## config.mk

```make
export PLATFORM = sky130hd
export DESIGN_NAME = filled_circle_span_generator_flat
export DESIGN_NICKNAME = d
export VERILOG_FILES = /design/src/rtl/core/fcsg_pkg.sv /design/src/rtl/core/fcsg_if.sv /design/src/rtl/core/fcsg_front.sv /design/src/rtl/core/fcsg_back.sv /design/src/rtl/core/filled_circle_span_generator.sv /design/src/flat_wrapper.sv
export SDC_FILE = /design/constraint.sdc
export NUM_CORES = 1
export LEC_CHECK = 0
export BUFFER_PORTS_ARGS = -buffer_cell sky130_fd_sc_hd__buf_2
export CORE_MARGIN = 2
export CORE_UTILIZATION = 55
export DETAILED_ROUTE_END_ITERATION = 8
export GPL_ROUTABILITY_DRIVEN = 0
export PLACE_DENSITY_LB_ADDON = 0.1
export SYNTH_ARGS = -nofsm -noshare
export SYNTH_HDL_FRONTEND = slang
export SYNTH_HIERARCHICAL = 1
export SYNTH_SLANG_ARGS = --single-unit
```

## constraint.sdc

```tcl
create_clock -name clk -period 8.2 [get_ports clk]
set_input_delay 0.82 -clock clk [delete_from_list [all_inputs] [get_ports clk]]
set_output_delay 0.82 -clock clk [all_outputs]
set_load 0.02 [all_outputs]
```

## src/rtl/core/fcsg_pkg.sv

```systemverilog
// ----------------------------------------------------------------------------
// fcsg_pkg
// Shared types and constants of the filled circle span generator.
// ----------------------------------------------------------------------------
package fcsg_pkg;

	localparam int CoordW    = 10;
	localparam int RadW      = 6;
	localparam int SpanW     = 12;
	localparam int OffW      = 6;
	localparam int DecW      = 10;
	localparam int ResultCap = 64;
	localparam int CntW      = $clog2(ResultCap + 1);
	localparam int QueueDepth = 2;
	localparam int QPtrW     = $clog2(QueueDepth);
	localparam int QCntW     = $clog2(QueueDepth + 1);

	localparam logic [RadW-1:0]   MaxRadius = RadW'(63);
	localparam logic [CoordW-1:0] CoordMax  = CoordW'(1023);

	typedef struct packed {
		logic [CoordW-1:0] center_x;
		logic [CoordW-1:0] center_y;
		logic [RadW-1:0]   radius;
	} req_t;

	typedef struct packed {
		logic signed [SpanW-1:0] wide_left;
		logic signed [SpanW-1:0] wide_right;
		logic signed [SpanW-1:0] narrow_left;
		logic signed [SpanW-1:0] narrow_right;
		logic signed [SpanW-1:0] inner_top_row;
		logic signed [SpanW-1:0] inner_bottom_row;
		logic signed [SpanW-1:0] outer_top_row;
		logic signed [SpanW-1:0] outer_bottom_row;
		logic                    last;
	} span_t;

	// head of the request queue as seen by the back end
	typedef struct packed {
		logic valid;
		req_t req;
	} head_t;

endpackage

```

## src/rtl/core/fcsg_if.sv

```systemverilog
// ----------------------------------------------------------------------------
// fcsg_if
// Valid/ready channels for circle requests and span results.
// ----------------------------------------------------------------------------
interface fcsg_req_if;
	import fcsg_pkg::*;

	logic valid;
	logic ready;
	req_t data;

	modport source (output valid, output data, input ready);
	modport sink   (input valid, input data, output ready);
endinterface

interface fcsg_span_if;
	import fcsg_pkg::*;

	logic  valid;
	logic  ready;
	span_t data;

	modport source (output valid, output data, input ready);
	modport sink   (input valid, input data, output ready);
endinterface

```

## src/rtl/core/fcsg_front.sv

```systemverilog
// ----------------------------------------------------------------------------
// fcsg_front
// Accepts circle requests, clamps them to range and queues them for the
// back end.
// ----------------------------------------------------------------------------
module fcsg_front (
	input  logic           clk,
	input  logic           arst_n,
	fcsg_req_if.sink       request,
	input  logic           pop,
	output fcsg_pkg::head_t head
);
	import fcsg_pkg::*;

	req_t             entry_q [QueueDepth];
	logic [QPtrW-1:0] wr_ptr_q;
	logic [QPtrW-1:0] rd_ptr_q;
	logic [QCntW-1:0] count_q;
	req_t             clamped;
	logic             push;

	always_comb begin
		clamped = request.data;
		if (request.data.center_x > CoordMax) begin
			clamped.center_x = CoordMax;
		end
		if (request.data.center_y > CoordMax) begin
			clamped.center_y = CoordMax;
		end
		if (request.data.radius > MaxRadius) begin
			clamped.radius = MaxRadius;
		end
	end

	assign request.ready = (count_q != QCntW'(QueueDepth));
	assign push          = request.valid && request.ready;

	assign head.valid = (count_q != '0);
	assign head.req   = entry_q[rd_ptr_q];

	always_ff @(posedge clk) begin
		if (push) begin
			entry_q[wr_ptr_q] <= clamped;
		end
	end

	always_ff @(posedge clk or negedge arst_n) begin
		if (!arst_n) begin
			wr_ptr_q <= '0;
			rd_ptr_q <= '0;
			count_q  <= '0;
		end else begin
			if (push) begin
				wr_ptr_q <= wr_ptr_q + QPtrW'(1);
			end
			if (pop) begin
				rd_ptr_q <= rd_ptr_q + QPtrW'(1);
			end
			case ({push, pop})
				2'b10:   count_q <= count_q + QCntW'(1);
				2'b01:   count_q <= count_q - QCntW'(1);
				default: count_q <= count_q;
			endcase
		end
	end

endmodule

```

## src/rtl/core/fcsg_back.sv

```systemverilog
// ----------------------------------------------------------------------------
// fcsg_back
// Runs the Andres circle iteration for one queued request at a time and
// emits one span result per iteration through an output register.
// ----------------------------------------------------------------------------
module fcsg_back (
	input  logic           clk,
	input  logic           arst_n,
	input  fcsg_pkg::head_t head,
	output logic           pop,
	fcsg_span_if.source    span
);
	import fcsg_pkg::*;

	logic                   active_q;
	logic [OffW-1:0]        ox_q;
	logic [OffW-1:0]        oy_q;
	logic signed [DecW-1:0] d_q;
	logic [CntW-1:0]        cnt_q;
	logic [CoordW-1:0]      cx_q;
	logic [CoordW-1:0]      cy_q;
	logic [RadW-1:0]        rad_q;
	logic                   out_valid_q;
	span_t                  out_q;

	logic                   emit;
	logic signed [DecW:0]   d_ext;
	logic signed [DecW:0]   two_ox;
	logic signed [DecW:0]   two_gap;
	logic signed [DecW:0]   d_next;
	logic signed [7:0]      ox_next;
	logic signed [7:0]      oy_next;
	logic                   done;
	logic signed [SpanW-1:0] x_s;
	logic signed [SpanW-1:0] y_s;
	logic signed [SpanW-1:0] ox_s;
	logic signed [SpanW-1:0] oy_s;

	assign emit = active_q && (!out_valid_q || span.ready);
	assign pop  = !active_q && head.valid;

	// one step of the decision term
	always_comb begin
		d_ext   = (DecW+1)'(d_q);
		two_ox  = (DecW+1)'({ox_q, 1'b0});
		two_gap = (DecW+1)'({1'b0, rad_q, 1'b0}) - (DecW+1)'({oy_q, 1'b0});
		ox_next = 8'(ox_q);
		oy_next = 8'(oy_q);
		if (d_ext >= two_ox) begin
			d_next  = d_ext - two_ox - (DecW+1)'(1);
			ox_next = 8'(ox_q) + 8'sd1;
		end else if (d_ext < two_gap) begin
			d_next  = d_ext + (DecW+1)'({oy_q, 1'b0}) - (DecW+1)'(1);
			oy_next = 8'(oy_q) - 8'sd1;
		end else begin
			d_next  = d_ext + (DecW+1)'({oy_q, 1'b0}) - two_ox - (DecW+1)'(2);
			oy_next = 8'(oy_q) - 8'sd1;
			ox_next = 8'(ox_q) + 8'sd1;
		end
		done = (oy_next < ox_next) || (cnt_q == CntW'(ResultCap - 1));
	end

	assign x_s  = SpanW'(cx_q);
	assign y_s  = SpanW'(cy_q);
	assign ox_s = SpanW'(ox_q);
	assign oy_s = SpanW'(oy_q);

	always_ff @(posedge clk) begin
		if (pop) begin
			cx_q  <= head.req.center_x;
			cy_q  <= head.req.center_y;
			rad_q <= head.req.radius;
			ox_q  <= '0;
			oy_q  <= OffW'(head.req.radius);
			d_q   <= DecW'(head.req.radius) - DecW'(1);
		end else if (emit) begin
			ox_q <= OffW'(ox_next);
			oy_q <= OffW'(oy_next);
			d_q  <= DecW'(d_next);
		end
		if (emit) begin
			out_q.wide_left        <= x_s - oy_s;
			out_q.wide_right       <= x_s + oy_s;
			out_q.narrow_left      <= x_s - ox_s;
			out_q.narrow_right     <= x_s + ox_s;
			out_q.inner_top_row    <= y_s - ox_s;
			out_q.inner_bottom_row <= y_s + ox_s;
			out_q.outer_top_row    <= y_s - oy_s;
			out_q.outer_bottom_row <= y_s + oy_s;
			out_q.last             <= done;
		end
	end

	always_ff @(posedge clk or negedge arst_n) begin
		if (!arst_n) begin
			active_q    <= 1'b0;
			cnt_q       <= '0;
			out_valid_q <= 1'b0;
		end else begin
			if (pop) begin
				active_q <= 1'b1;
				cnt_q    <= '0;
			end else if (emit) begin
				cnt_q <= cnt_q + CntW'(1);
				if (done) begin
					active_q <= 1'b0;
				end
			end
			if (emit) begin
				out_valid_q <= 1'b1;
			end else if (span.ready) begin
				out_valid_q <= 1'b0;
			end
		end
	end

	assign span.valid = out_valid_q;
	assign span.data  = out_q;

	a_pop_idle: assert property (@(posedge clk) disable iff (!arst_n)
		pop |-> !active_q)
		else $error("request taken while a circle is in progress");

	a_loop_inv: assert property (@(posedge clk) disable iff (!arst_n)
		active_q |-> (oy_q >= ox_q))
		else $error("offset y fell below offset x while active");

	a_last_ends: assert property (@(posedge clk) disable iff (!arst_n)
		(emit && done) |=> (!active_q && span.valid && span.data.last))
		else $error("final iteration did not end the circle");

	a_cap: assert property (@(posedge clk) disable iff (!arst_n)
		active_q |-> (cnt_q < CntW'(ResultCap)))
		else $error("iteration count beyond cap");

endmodule

```

## src/rtl/core/filled_circle_span_generator.sv

```systemverilog
// An accepted request is queued, then loaded once the iteration unit is idle.
// Throughput: one span result per cycle while the output is not stalled; a circle of
//   radius r yields about 0.7*r + 1 results, at most 64, after a load step.
// Requests queue two deep, so the next one is taken while a circle is drawn.
// Reset (arst_n low, asynchronous) empties the queue and idles the iteration unit.
// ----------------------------------------------------------------------------
// filled_circle_span_generator
// Produces the horizontal spans of a filled circle, one result per step of
// the Andres integer circle algorithm.
// ----------------------------------------------------------------------------
module filled_circle_span_generator (
	input  logic        clk,
	input  logic        arst_n,
	fcsg_req_if.sink    request,
	fcsg_span_if.source span
);
	import fcsg_pkg::*;

	head_t head;
	logic  pop;

	fcsg_front u_front (
		.clk     (clk),
		.arst_n  (arst_n),
		.request (request),
		.pop     (pop),
		.head    (head)
	);

	fcsg_back u_back (
		.clk    (clk),
		.arst_n (arst_n),
		.head   (head),
		.pop    (pop),
		.span   (span)
	);

endmodule

```

## src/flat_wrapper.sv

```systemverilog
// flat-port wrapper written by rule: the top's interface ports become plain ports
module filled_circle_span_generator_flat import fcsg_pkg::*;
  (clk, arst_n, request_valid, request_data, request_ready, span_valid, span_data, span_ready);
  fcsg_req_if request_i ();
  fcsg_span_if span_i ();
  input  logic clk;
  input  logic arst_n;
  input wire logic [$bits(request_i.valid)-1:0] request_valid;
  input wire logic [$bits(request_i.data)-1:0] request_data;
  output wire logic [$bits(request_i.ready)-1:0] request_ready;
  output wire logic [$bits(span_i.valid)-1:0] span_valid;
  output wire logic [$bits(span_i.data)-1:0] span_data;
  input wire logic [$bits(span_i.ready)-1:0] span_ready;
  assign request_i.valid = request_valid;
  assign request_i.data = request_data;
  assign request_ready = request_i.ready;
  assign span_valid = span_i.valid;
  assign span_data = span_i.data;
  assign span_i.ready = span_ready;
  filled_circle_span_generator u_core (.clk(clk), .arst_n(arst_n), .request(request_i), .span(span_i));
endmodule
```

After elaboration in Yosys (flattened, before gate mapping)
Memories as Yosys holds them, arrays and structs flattened. Cells that the tools add are included.

Register bits: 158. Memory bits (writable): 52. Input bits: 30. Output and inout bits: 99. Word-level logic and storage cells: 90. Memories: 1.

Add/sub/neg operators: 23. Magnitude comparators: 6. Equality and inequality tests: 4. Muxes and demuxes: 22. Reduce and logical (&&, ||, !) cells: 13.

Memory list: u_core.u_front.entry_q (words 2, bits a word 26, read ports 1, clocked after Yosys merged registers in 0, wr ports 1, line fcsg_front.sv:15) `req_t entry_q [QueueDepth];`.

Operators by type and width (number): $mux W10 (6); $add A10 B6 Y11 (4); $sub A10 B6 Y11 (4); $mux W7 (4); $gt A10 B10 Y1 const B (2); $sub A10 B2 Y10 const B (2); $mux W6 (3); $sub A6 B1 Y7 const B (2); $add A10 B8 Y10 (1); $ge A10 B8 Y1 (1); $lt A10 B8 Y1 (1); $reduce_bool A2 Y1 (5); $sub A10 B1 Y10 const B (1); $sub A10 B7 Y10 (1); $sub A10 B8 Y10 (1); $lt A8 B8 Y1 (1); $mux W8 (1); $sub A7 B7 Y8 (1); $add A6 B1 Y7 const B (1); $add A7 B1 Y7 const B (1); $eq A7 B6 Y1 const B (1); $mux W1 (7); $gt A6 B6 Y1 const B (1); $pmux W2 S2 (1); other kinds (10) (15).

Depth between registers and ports, before layout
Depth in word-level cells: 9. Gate-level depth with buffers: 24. Mapped depth without buffers: 22.

Cells and area by module
The synthesis kept the hierarchy.

Modules (own cells, without submodules): fcsg_back (instances 1, cells an instance 886, area an instance 9390.3 um^2, seq. area each 4159.0 um^2); fcsg_front (instances 1, cells an instance 123, area an instance 2260.9 um^2, seq. area each 1661.6 um^2).

Least setup slack after synthesis
OpenSTA, ideal clock, no wires.

Kind: reg-to-reg. From: register u_core.u_back.oy_q[1]. To: register u_core.u_back.active_q. Setup time: 0.119 ns. Arrival: 4.525 ns. Data required time: 8.081 ns. Path slack: 3.556 ns. Cell stages (with the launch flop): 25. Path buffers: 2. Period minus slack after synthesis: 4.644 ns. Path through: edfxtp_1 inv_1 ha_1 nor2b_1 o21ai_0 nand2b_1 a21o_1 a21oi_1 xor2_1 ha_1 and4_1 nand2_1 o211a_1 buf_2 nand2_1 buf_2 nand4_1 xnor2_1 ha_1 a211oi_1 and3_1 nand3_1 a21oi_1 nor2_1 o21ba_1.

Word-level cells in the longest chain between the ends: 8. Elaborated cells on any way between the ends: 10. Those cells by class: 2 x add/sub; 2 x order compare; 3 x mux; 3 x reduce/logical.

RTL lines: start, declared (line fcsg_back.sv:17) `logic [OffW-1:0] oy_q;`; start signal, assigned (line fcsg_back.sv:74) `oy_q <= OffW'(head.req.radius);`; start signal, assigned (line fcsg_back.sv:78) `oy_q <= OffW'(oy_next);`; $sub A7 B7 Y8 (line fcsg_back.sv:46) `two_gap = (DecW+1)'({1'b0, rad_q, 1'b0}) - (DecW+1)'({oy_q, 1'b0});`; $lt A10 B8 Y1 (line fcsg_back.sv:52) `end else if (d_ext < two_gap) begin`; $mux W7 (line fcsg_back.sv:52); $mux W7 (line fcsg_back.sv:49) `if (d_ext >= two_ox) begin`; $lt A8 B8 Y1 * (line fcsg_back.sv:60) `done = (oy_next < ox_next) || (cnt_q == CntW'(ResultCap - 1));`; $logic_or A1 B1 Y1 * (line fcsg_back.sv:60); $reduce_bool A2 Y1 (no line) *; $reduce_and A2 Y1 (no line) *; end signal, assigned (line fcsg_back.sv:96) `active_q <= 1'b0;`; end signal, assigned (line fcsg_back.sv:101) `active_q <= 1'b1;`; end signal, assigned (line fcsg_back.sv:106) `active_q <= 1'b0;`; end, declared (line fcsg_back.sv:15) `logic active_q;`.

Every way passes the cells marked *; elsewhere a longest branch is shown, timed or not. A chain may end at the register's enable or synchronous reset.

Worst setup path in the final report
Ends and elaborated chain as after synthesis.

==> run metrics <==
# fillers ~1700; Worst-Margin Slew about 980 ps; CP max FO 21; Reg area 5821 µm²; Slew headroom 0.3478; initial antenna violation count 0; Worst Path Required between 8000 and 9000 ps; Setup Buffers After CTS 0; WL final approximately 25000 µm; Die Area roughly 22000 µm²; Cells after Synth between 1000 and 1500; Setup-failing EPs final 0; critical path's slowest cell edfxtp_1; worst clock skew about 9.8 ps; Cell Area, Synth approximately 12000 µm²; H-tree depth 4; yosys warns 6; Fin. Hold Viols 0; count of pins over their slew limit 0; Area Growth Syn to Fin 11.17%; fin crit share 0.6499; status finished, final reports clean; share of cells above drive strength 1 0.1845; EDFF count, synth approximately 180; largest delay contributor family on the critical path simple AND/OR/NAND/NOR gates; post-synthesis sequential area ratio 0.4996; Yosys cell types 80; vias in the first global route around 7100; clk_lat worst skew around 430 ps; Worst Hold Class input port to async pin; Syn Area/Cell approximately 12 µm²; CTS buffer count 17; max-cap viol count 0; hold buffers post-CTS 0; startpoint class of the critical path flip-flop; Reg2Reg Depth 23; slowest cell delay on critical path ~700 ps; Synth area leaders edfxtp_1 46%, ha_1 11%, xnor2_1 4.4%; first-pass GRT wire length 38300 µm; FF-to-FF End u_core/u_back/active_q; post-cts gate resize count 0; ys async rst share 0.06566; drt wl/cell about 18 µm; gr usage total 0.2276; DR vias a little under 8000; largest net degree at the start of global routing 80; reg2reg setup slack between 2000 and 3000 ps; setup ws final about 2900 ps; Port Buffers roughly 120; CTS tree done; total iterations of the first detailed-routing run 5; Final min period 5329 ps; footprint of the multi-input gates 5157 µm²; CP most frequent cell ha_1; chip width approximately 150 µm; crit path kind flip-flop to flip-flop; nets ~1200; area leader, netlist edfxtp_1; starting density of the core 0.5578; DR iter-0 viols slightly above 500; Fin Setup TNS 0 ps; commonest cells after routing, fill and taps aside 179 x edfxtp_1, 124 x buf_2, 99 x ha_1, 90 x inv_1, 63 x a21oi_1; FF-to-FF Start u_core/u_back/oy_q[1]; ys flop type edfxtp_1; Die Ht 149.5 µm; # clock sinks 198; Vias/cell ~5.6; Core Area 20890 µm²; clk buf depth 2; Antenna diodes 0; Buf+Inv Stages, Crit Path 2; crit-path cells inv_1 > ha_1 > nor2b_1 > o21ai_0 > nand2b_1 > a21o_1 > a21oi_1 > xor2_1 > ha_1 > and4_1 > nand2_1 > o211a_1 > buf_4 > nand2_1 > nand4_1 > xnor2_1 > ha_1 > a211oi_1 > and3_1 > nand3_1 > a21oi_1 > nor2_1 > o21ba_1; CP arrival ~5700 ps; placed wire-length estimate about 18000 µm; Place WS a little under 3000 ps; DRC 0; Synth Register Bits around 200; clock transition at the registers of the reported paths about 80 ps; clk root buf clkbuf_16; fmax 0.1877 GHz; Yosys top cell area share 0.4613; IO Count between 100 and 150; antenna-violating nets left 0; Remaining Overflow, GRT 0; RSZ-0062 raised after global routing no; # rows 53; CP endpoint kind flip-flop; commonest non-fill, non-tap cell in the layout edfxtp_1
==> registers in the layout (all words and copies together), names as in the netlist <==
signal                    flops
u_core/u_back/cnt_q           7
u_core/u_back/cx_q           10
u_core/u_back/oy_q            6
u_core/u_back/active_q        1
u_core/u_front/entry_q       52
u_core/u_back/ox_q            6
u_core/u_front/rd_ptr_q       1
u_core/u_front/count_q        2
u_core/u_back/rad_q           6
u_core/u_back/cy_q           10
u_core/u_front/wr_ptr_q       1
u_core/u_back/d_q            10
u_core/u_back/span.data      85
u_core/u_back/span.valid      1
==> synthesized netlist by cell type (all sizes together), types with 9 or more instances <==
cell type and number:
edfxtp 179, ha 99, inv 91, a21oi 64, xnor2 59, nor2 58, o21ai 57, clkbuf 38
nand2 38, xor2 36, nor3 30, mux2 28, buf 26, o21bai 17, and3 14, nor2b 14
dfrtp 13, fa 12, nand3 12, a21o 10, a211oi 9, nand2b 9
==> layout make-up <==
type / instances / area share
sequential: 198 / 0.4494
timing repair buffer: 131 / 0.05197
inverter: 92 / 0.02676
clock inverter: 14 / 0.01401
clock buffer: 18 / 0.03313
multi-input combinational: 658 / 0.3982
tap: 275 / 0.02656
==> cells by family (layout without fill, tap and decap cells) <==
logic type | Yosys count | in the layout | share of synthesized area
AO/OA/AOI/OAI | 206 | 206 | 0.1136
XOR/XNOR | 95 | 95 | 0.07141
adder cells (fa/ha/maj) | 111 | 111 | 0.1269
buffers and inverters | 156 | 255 | 0.05896
flip-flops | 198 | 198 | 0.4996
multiplexers | 29 | 29 | 0.03404
other | 1 | 4 | 0.0003219
AND/OR/NAND/NOR | 213 | 213 | 0.09515
==> worst max path at each step <==
stage	endpoint	startpoint	slack [ps]	cells after the start
after floorplan	u_core/u_back/active_q	u_core/u_back/oy_q[1]	3560	24
after global placement	u_core/u_back/active_q	u_core/u_back/oy_q[1]	3040	23
after detailed placement	u_core/u_back/active_q	u_core/u_back/oy_q[1]	2890	23
after CTS	u_core/u_back/active_q	u_core/u_back/oy_q[1]	2870	23
after global routing	u_core/u_back/active_q	u_core/u_back/oy_q[1]	2400	23
final	u_core/u_back/active_q	u_core/u_back/oy_q[1]	2870	23
==> routing by layer <==
metal / global-route usage / up-vias / part of all wire
met5: 0 / - / 0
met4: 0.07476 / 0 / 0.019
met3: 0.03232 / 31 / 0.053
met2: 0.3349 / 223 / 0.44
met1: 0.3470 / 3675 / 0.49
li1: - / 3764 / -
==> stage by stage <==
step / util / std cells / instance area (µm²) / hold WS (ps)
3_3_place_gp: 0.5908 / 1354 / 12340 / 475.0
2_1_floorplan: - / 1012 / 11660 / 448.7
4_1_cts: 0.6201 / 1386 / 12950 / 251.6
6_report: 0.6201 / 1386 / 12950 / 259.8
3_5_place_dp: 0.5908 / 1354 / 12340 / 482.7
5_1_grt: 0.6201 / 1386 / 12950 / 258.7
Power is left out: the tool's default activity adds up to more than one toggle a clock period on the data nets, which glitch-free logic cannot reach.
